`src/rtl/closest_point_search_macros.svh`:
```
// assertion macros for the closest point search block
// included by the top level; no other dependencies
`ifndef CLOSEST_POINT_SEARCH_MACROS_SVH
`define CLOSEST_POINT_SEARCH_MACROS_SVH
`ifndef ASSERT_OFF
`define CPS_ASSERT(lbl, clk, rst, prop, msg) \
   lbl: assert property (@(posedge clk) disable iff (rst) prop) \
      else $error(msg);
`define CPS_ASSERT_ALWAYS(lbl, clk, prop, msg) \
   lbl: assert property (@(posedge clk) prop) \
      else $error(msg);
`else
`define CPS_ASSERT(lbl, clk, rst, prop, msg)
`define CPS_ASSERT_ALWAYS(lbl, clk, prop, msg)
`endif
`endif

```
`src/rtl/cps_pkg.sv`:
```
// shared types, widths and codes for the closest point search block
// no dependencies
`default_nettype none

package cps_pkg;

   localparam int TABLE_DEPTH = 256;
   localparam int IDX_W       = $clog2(TABLE_DEPTH);
   localparam int CNT_W       = $clog2(TABLE_DEPTH + 1);
   localparam int COORD_W     = 16;
   localparam int POINT_W     = 2 * COORD_W;
   localparam int MAXD_W      = 17;
   localparam int MAG_W       = COORD_W;
   localparam int SQ_W        = 2 * MAG_W;
   localparam int DIST_W      = SQ_W + 1;
   localparam int BEST_W      = 2 * MAXD_W;
   localparam int MODE_W      = 2;
   localparam int STATUS_W    = 2;
   localparam int OUT_IDX_W   = 8;

   typedef enum logic [MODE_W-1:0] {
      MODE_CLEAR = 2'd0,
      MODE_ADD   = 2'd1,
      MODE_QUERY = 2'd2
   } mode_type;

   typedef enum logic [STATUS_W-1:0] {
      STATUS_OK   = 2'd0,
      STATUS_FULL = 2'd1,
      STATUS_NONE = 2'd2
   } status_type;

   typedef enum logic [2:0] {
      ST_IDLE  = 3'b001,
      ST_SCAN  = 3'b010,
      ST_DRAIN = 3'b100
   } state_type;

   typedef logic [IDX_W-1:0] idx_type;

   typedef struct packed {
      logic              valid;
      idx_type           index;
      logic [DIST_W-1:0] sq_dist;
   } dist_result_type;

   function automatic logic [OUT_IDX_W-1:0] out_index(input idx_type idx);
      logic [IDX_W+OUT_IDX_W-1:0] ext;
      ext = {{OUT_IDX_W{1'b0}}, idx};
      return ext[OUT_IDX_W-1:0];
   endfunction

endpackage

`default_nettype wire

```
`src/rtl/cps_dist_unit.sv`:
```
// pipelined squared-distance unit shared by every table entry of a scan
// depends on cps_pkg
`default_nettype none

module cps_dist_unit
   import cps_pkg::*;
(
   input  wire logic                      clock,
   input  wire logic                      reset,
   input  wire logic                      in_valid,
   input  wire idx_type                   in_index,
   input  wire logic [POINT_W-1:0]        in_point,
   input  wire logic signed [COORD_W-1:0] qx,
   input  wire logic signed [COORD_W-1:0] qy,
   output dist_result_type                result,
   output logic                           busy
);

   logic signed [COORD_W:0] dx, dy;
   logic [COORD_W:0]        abs_x, abs_y;

   logic             v1_ff, v1_in;
   idx_type          idx1_ff, idx1_in;
   logic [MAG_W-1:0] magx_ff, magx_in, magy_ff, magy_in;

   logic             v2_ff, v2_in;
   idx_type          idx2_ff, idx2_in;
   logic [SQ_W-1:0]  sqx_ff, sqx_in, sqy_ff, sqy_in;

   // stage 1: differences and magnitudes
   always_comb begin
      dx      = {qx[COORD_W-1], qx} - {in_point[COORD_W-1], in_point[COORD_W-1:0]};
      dy      = {qy[COORD_W-1], qy} - {in_point[POINT_W-1], in_point[POINT_W-1:COORD_W]};
      abs_x   = dx[COORD_W] ? (~dx + 1'b1) : dx;
      abs_y   = dy[COORD_W] ? (~dy + 1'b1) : dy;
      v1_in   = in_valid;
      idx1_in = in_index;
      magx_in = abs_x[MAG_W-1:0];
      magy_in = abs_y[MAG_W-1:0];
   end

   // stage 2: squares
   always_comb begin
      v2_in   = v1_ff;
      idx2_in = idx1_ff;
      sqx_in  = magx_ff * magx_ff;
      sqy_in  = magy_ff * magy_ff;
   end

   always_ff @(posedge clock) begin
      if (reset) begin
         v1_ff <= 1'b0;
         v2_ff <= 1'b0;
      end else begin
         v1_ff <= v1_in;
         v2_ff <= v2_in;
      end
      idx1_ff <= idx1_in;
      magx_ff <= magx_in;
      magy_ff <= magy_in;
      idx2_ff <= idx2_in;
      sqx_ff  <= sqx_in;
      sqy_ff  <= sqy_in;
   end

   always_comb begin
      result.valid   = v2_ff;
      result.index   = idx2_ff;
      result.sq_dist = {1'b0, sqx_ff} + {1'b0, sqy_ff};
      busy           = v1_ff | v2_ff;
   end

endmodule

`default_nettype wire

```
`config.mk`:
```
export PLATFORM = sky130hd
export DESIGN_NAME = cps_dist_unit
export DESIGN_NICKNAME = d
export VERILOG_FILES = /design/src/rtl/closest_point_search_macros.svh /design/src/rtl/cps_pkg.sv /design/src/rtl/cps_dist_unit.sv
export SDC_FILE = /design/constraint.sdc
export NUM_CORES = 1
export LEC_CHECK = 0
export BUFFER_PORTS_ARGS = -buffer_cell sky130_fd_sc_hd__buf_2
export CORE_ASPECT_RATIO = 1.1
export CORE_MARGIN = 1
export CORE_UTILIZATION = 60
export CTS_BUF_LIST = sky130_fd_sc_hd__clkbuf_4 sky130_fd_sc_hd__clkbuf_8
export DETAILED_ROUTE_END_ITERATION = 8
export GPL_TIMING_DRIVEN = 0
export PLACE_DENSITY = 0.81
export SYNTH_ARGS = -nofsm -noshare
export SYNTH_HDL_FRONTEND = slang
export SYNTH_SLANG_ARGS = --single-unit
```
`constraint.sdc`:
```
create_clock -name clock -period 11.3 [get_ports clock]
set_clock_uncertainty 0.2 [all_clocks]
set_input_delay 2.26 -clock clock [delete_from_list [all_inputs] [get_ports clock]]
set_output_delay 2.26 -clock clock [all_outputs]
set_load 0.05 [all_outputs]
```
---- Word-level counts from Yosys, hierarchy flattened ----
Cells that the tools add are included.
operators by class
  add/sub/neg operators ................... 5
  multipliers ............................. 2
  div/mod/pow operators ................... 0
  $lt $le $gt $ge ......................... 0
  equality and inequality tests ........... 0
  shifts and indexed selects .............. 0
  mux-type cells .......................... 2
  bitwise gates (word level) .............. 3
  reductions and logical operators ........ 0
operator list
  operator                                        count
  multiplier 16 x 16 -> 32 bit                    2
  subtractor 16 x 16 -> 17 bit                    2
  adder 32 x 32 -> 33 bit                         1
  adder 16 x 1 -> 16 bit (second input constant)  2
  two-way mux 16 bit                              2
  NOT 16 bit                                      2
  bitwise OR 1 bit                                1
storage, ports and cells
  flip-flop bits (word level) ............. 114
  latch bits .............................. 0
  bits in writable memories ............... 0
  ROM bits ................................ 0
  logic and storage cells ................. 20
  memories kept ........................... 0

---- Longest topological paths before layout ----
  depth in word-level cells ............... 4
  gate-level depth with buffers ........... 26

---- Least setup slack after synthesis ----
Ideal clock, no wire load.
  path kind ............................... reg2reg
  start point ............................. reg magx_ff[1]
  end point ............................... reg sqx_ff[31]
  setup time .............................. 127 ps
  arrival ................................. 5991 ps
  required time ........................... 10973 ps
  slack ................................... 4982 ps
  stages on the path, launching flop included .. 27
  path through ............................ dfxtp_1 clkbuf_1 clkbuf_1 and2_1 fa_1 inv_1 fa_1 inv_1 fa_1 inv_1 fa_1 inv_1 fa_1 inv_1 fa_1 inv_1 ha_1 clkbuf_1 a21oi_1 o211a_1 or3b_1 nand2_1 o21ai_1 a21oi_1 o21ai_1 a221oi_1 xnor2_1
between the ends
  cells in the longest elaborated chain, start to end .. 1
ends and longest elaborated chain
  what                          line                 RTL
  from (decl)                   cps_dist_unit.sv:24  logic [MAG_W-1:0] magx_ff, magx_in, magy_ff, magy_in;
  from (signal assigned)        cps_dist_unit.sv:59  magx_ff <= magx_in;
  multiplier 16 x 16 -> 32 bit  cps_dist_unit.sv:46  sqx_in = magx_ff * magx_ff;
  via sqx_in[31]                cps_dist_unit.sv:28  logic [SQ_W-1:0] sqx_ff, sqx_in, sqy_ff, sqy_in;
  to (signal assigned)          cps_dist_unit.sv:62  sqx_ff <= sqx_in;
  to (decl)                     cps_dist_unit.sv:28
The timed path passes the listed nets, and every way through them passes these cells.
A chain may end at the register's enable or synchronous reset.

---- Final worst setup path ----
  start point ............................. reg magy_ff[1]
  end point ............................... reg sqy_ff[29]
between the ends
  cells in the longest elaborated chain, start to end .. 1
ends and longest elaborated chain
  what                          line                 RTL
  from (decl)                   cps_dist_unit.sv:24
  from (signal assigned)        cps_dist_unit.sv:60  magy_ff <= magy_in;
  multiplier 16 x 16 -> 32 bit  cps_dist_unit.sv:47  sqy_in = magy_ff * magy_ff;
  via sqy_in[29]                cps_dist_unit.sv:28
  to (signal assigned)          cps_dist_unit.sv:63  sqy_ff <= sqy_in;
  to (decl)                     cps_dist_unit.sv:28
The timed path passes the listed nets, and every way through them passes these cells.

==> results by group <==
Run status
  – Status: finished, final reports clean

Global route
  – Initial antenna violation count: 0
  – Global-route wire length before repair: about 70000 um
  – Gr ovfl total: 0
  – Largest net degree at the start of global routing: 22
  – Vias in the first global route: 16100
  – Total GRT Usage: 25.93%

Cells and area
  – Layout cells sized above 1: 7.182%
  – Synth-to-Final Area Change: 6.567%
  – Most common cell after layout, fill and taps aside: inv_1
  – Fill cell count: 2786
  – Layout Nets: 3058
  – Diodes inserted: 0
  – Commonest cells after routing, fill and taps aside: inv_1, fa_1, ha_1
  – Design area: 21480 um2

Route
  – First-pass DRT Iterations: 5
  – WL per Instance: 14.83 um
  – Via count: around 15000
  – Routed wire length: 41920 um
  – DR vias/cell: 5.406
  – Post-route ant nets: 0
  – DR iter-0 viols: 780
  – DRC: 0

Synthesis
  – Synth warn: 0
  – Predominant post-synthesis flop cell: dfxtp_1
  – Syn Inst Count: roughly 2300
  – Syn Area/Cell: 8.912 um2
  – Post-Synthesis Net Count: 2930
  – Largest cells by area after synthesis: fa_1, ha_1, dfxtp_1, inv_1, xnor2_1
  – FFs w/ async S/R, synth: 0%
  – Post-synth EDFFs: 0
  – Register area share after synthesis: between 10% and 20%
  – Unique masters post-synth: 70
  – Yosys reg bits: 112
  – Synthesized area: 20160 um2
  – Largest area contributor in the netlist: fa_1
  – Share of the synthesized area in the top cell type: 32.37%

Timing
  – Aggregate negative setup slack: 0 ns
  – Endpoints failing hold: 0
  – Worst-margin pin slew: 0.7874 ns
  – Slew HR: about 47%
  – Final Max Slew Viols: 0
  – RSZ-0062 raised after global routing: no
  – Period Utilization, post-route: 66.38%
  – F_max: approximately 130 MHz
  – # setup viols final: 0
  – Tmin final: 7.501 ns

Placement
  – Cell Area, Placed: 21290 um2
  – Detailed Place HPWL: 35860 um
  – Gpl congestion: 0.9442
  – IO buf count: about 120

Floorplan
  – Starting density of the core: 60.73%
  – Die footprint: 34340 um2
  – Core box area: 33190 um2
  – Rows: 70
  – Die W: between 150 and 200 um
  – DIE HEIGHT: 194.2 um
  – IO Count: 118

Worst hold path
  – HP Class: register to register
  – Hold_sp: idx1_ff[7]

Worst setup path
  – Type of origin of the critical path: register
  – Reg2reg setup slack: 3.80 ns
  – CP Data Required Time: roughly 11 ns
  – Crit path from: magy_ff[1]
  – Critical path capture point type: register
  – Slowest-stage cell, CP: a211oi_1
  – Critical path arrival: 7.59 ns
  – Most frequent cell on the critical path: fa_1
  – R2r startpoint: magy_ff[1]
  – Max Fanout on Critical Path: 10
  – WS Path Type: register to register
  – CP cell instances: clkbuf_1, clkbuf_1, nand2_1, inv_1, fa_1, inv_1, fa_1, inv_1, fa_1, fa_1, fa_1, inv_1, fa_1, inv_1, ha_1, nand3_1, nor4_1, or2_2, o21ai_0, a211oi_1, o21ai_0, nand2_1, a31oi_1, o311ai_0
  – Max incr delay on CP: about 0.55 ns

CTS
  – Clock slew at reported path FFs: 0.13 ns
  – TritonCTS clock tree: yes
  – Clock Latency Late Sink: between 0.4 and 0.5 ns
  – Hold-fix buffer count after cts: 0
  – Longest Clk Path Bufs: 2
  – Clock sink count: 112
  – Post-CTS setup buffers: 0
  – CTS root buffer: clkbuf_8
  – H-tree Lvls: 3
  – Post-cts gate resize count: 0
  – CTS buffer count: 9

Run
  – Max-Cap Viols: 0
worst paths after layout:
kind	cells after the start	endpoint
setup / recovery	24	sqy_ff[29]
hold / removal	0	idx2_ff[7]
setup reg to reg	24	sqy_ff[29]
hold reg to reg	0	idx2_ff[7]
synthesized netlist by cell type, types with 4 or more instances:
library cell / number
xnor2_1: 106
or3_1: 6
mux2_2: 5
nor2b_1: 19
a41oi_1: 7
o21ai_1: 9
o21a_1: 10
a2111oi_0: 4
fa_1: 326
or2_2: 10
nand4_1: 8
nand3_1: 18
a21oi_1: 93
and4_1: 4
nand2_1: 191
xor2_1: 39
o211ai_1: 7
dfxtp_1: 112
a21o_1: 42
a31oi_1: 15
nor4_1: 4
o31ai_1: 6
o21ai_0: 45
nor3_1: 22
a211oi_1: 11
clkbuf_1: 48
nand2b_1: 19
and2_1: 84
a31o_2: 10
o21bai_1: 14
ha_1: 267
inv_1: 558
and3_1: 10
nor2_1: 86
cells by family after synthesis:
| family | count (synthesis) | share of synthesized area (%) |
|---|---|---|
| multiplexers | 6 | 0.3289 |
| buffers and inverters | 608 | 11.35 |
| XOR/XNOR | 145 | 6.300 |
| adder cells (fa/ha/maj) | 593 | 48.94 |
| flip-flops | 112 | 11.12 |
| AND/OR/NAND/NOR | 493 | 11.88 |
| AO/OA/AOI/OAI | 305 | 10.08 |
worst max-delay path, delay by kind of cell, from the launching register on:
| family | cells | cell delay (ns) |
|---|---|---|
| AO/OA/AOI/OAI | 5 | 1.43 |
| adder cells (fa/ha/maj) | 7 | 3.14 |
| buffers and inverters | 7 | 1.33 |
| flip-flops | 1 | 0.34 |
| AND/OR/NAND/NOR | 5 | 0.94 |
stage by stage:
| step | hold WS, ns | std cells | setup slack (ns) | utilization (%) |
|---|---|---|---|---|
| floorplan | 0.1096 | 2262 | 4.982 | - |
| global placement | 0.1133 | 2811 | 4.115 | 64.12 |
| detailed placement | 0.1128 | 2811 | 3.952 | 64.12 |
| CTS | 0.1420 | 2827 | 3.874 | 64.72 |
| global route | 0.1502 | 2827 | 3.444 | 64.72 |
| finish | 0.1417 | 2827 | 3.799 | 64.72 |
layout make-up:
cell class,count,area (um2),area share (%)
well taps,432,540.5,2.516
clock buffers,9,123.9,0.5766
multi-input cells,1542,15630,72.75
inverters,558,2095,9.750
clock inverters,7,73.82,0.3436
repair buffers,117,585.6,2.726
flip-flops and latches,112,2242,10.44
plain buffers,50,192.7,0.8969
registers in the layout (all words and copies together) (netlist names):
register	flops
magx_ff	16
idx2_ff	8
v1_ff	1
idx1_ff	8
sqy_ff	31
v2_ff	1
magy_ff	16
sqx_ff	31
metal layers:
layer	vias to the layer above	share of wire (%)	track usage (%)
met5	-	0	0
li1	7298	-	-
met4	0	1.7	6.354
met2	421	50	44.88
met3	62	6.1	4.255
met1	7503	43	33.61
Power is left out: the tool's default activity adds up to more than one toggle a clock period on the data nets, which glitch-free logic cannot reach.
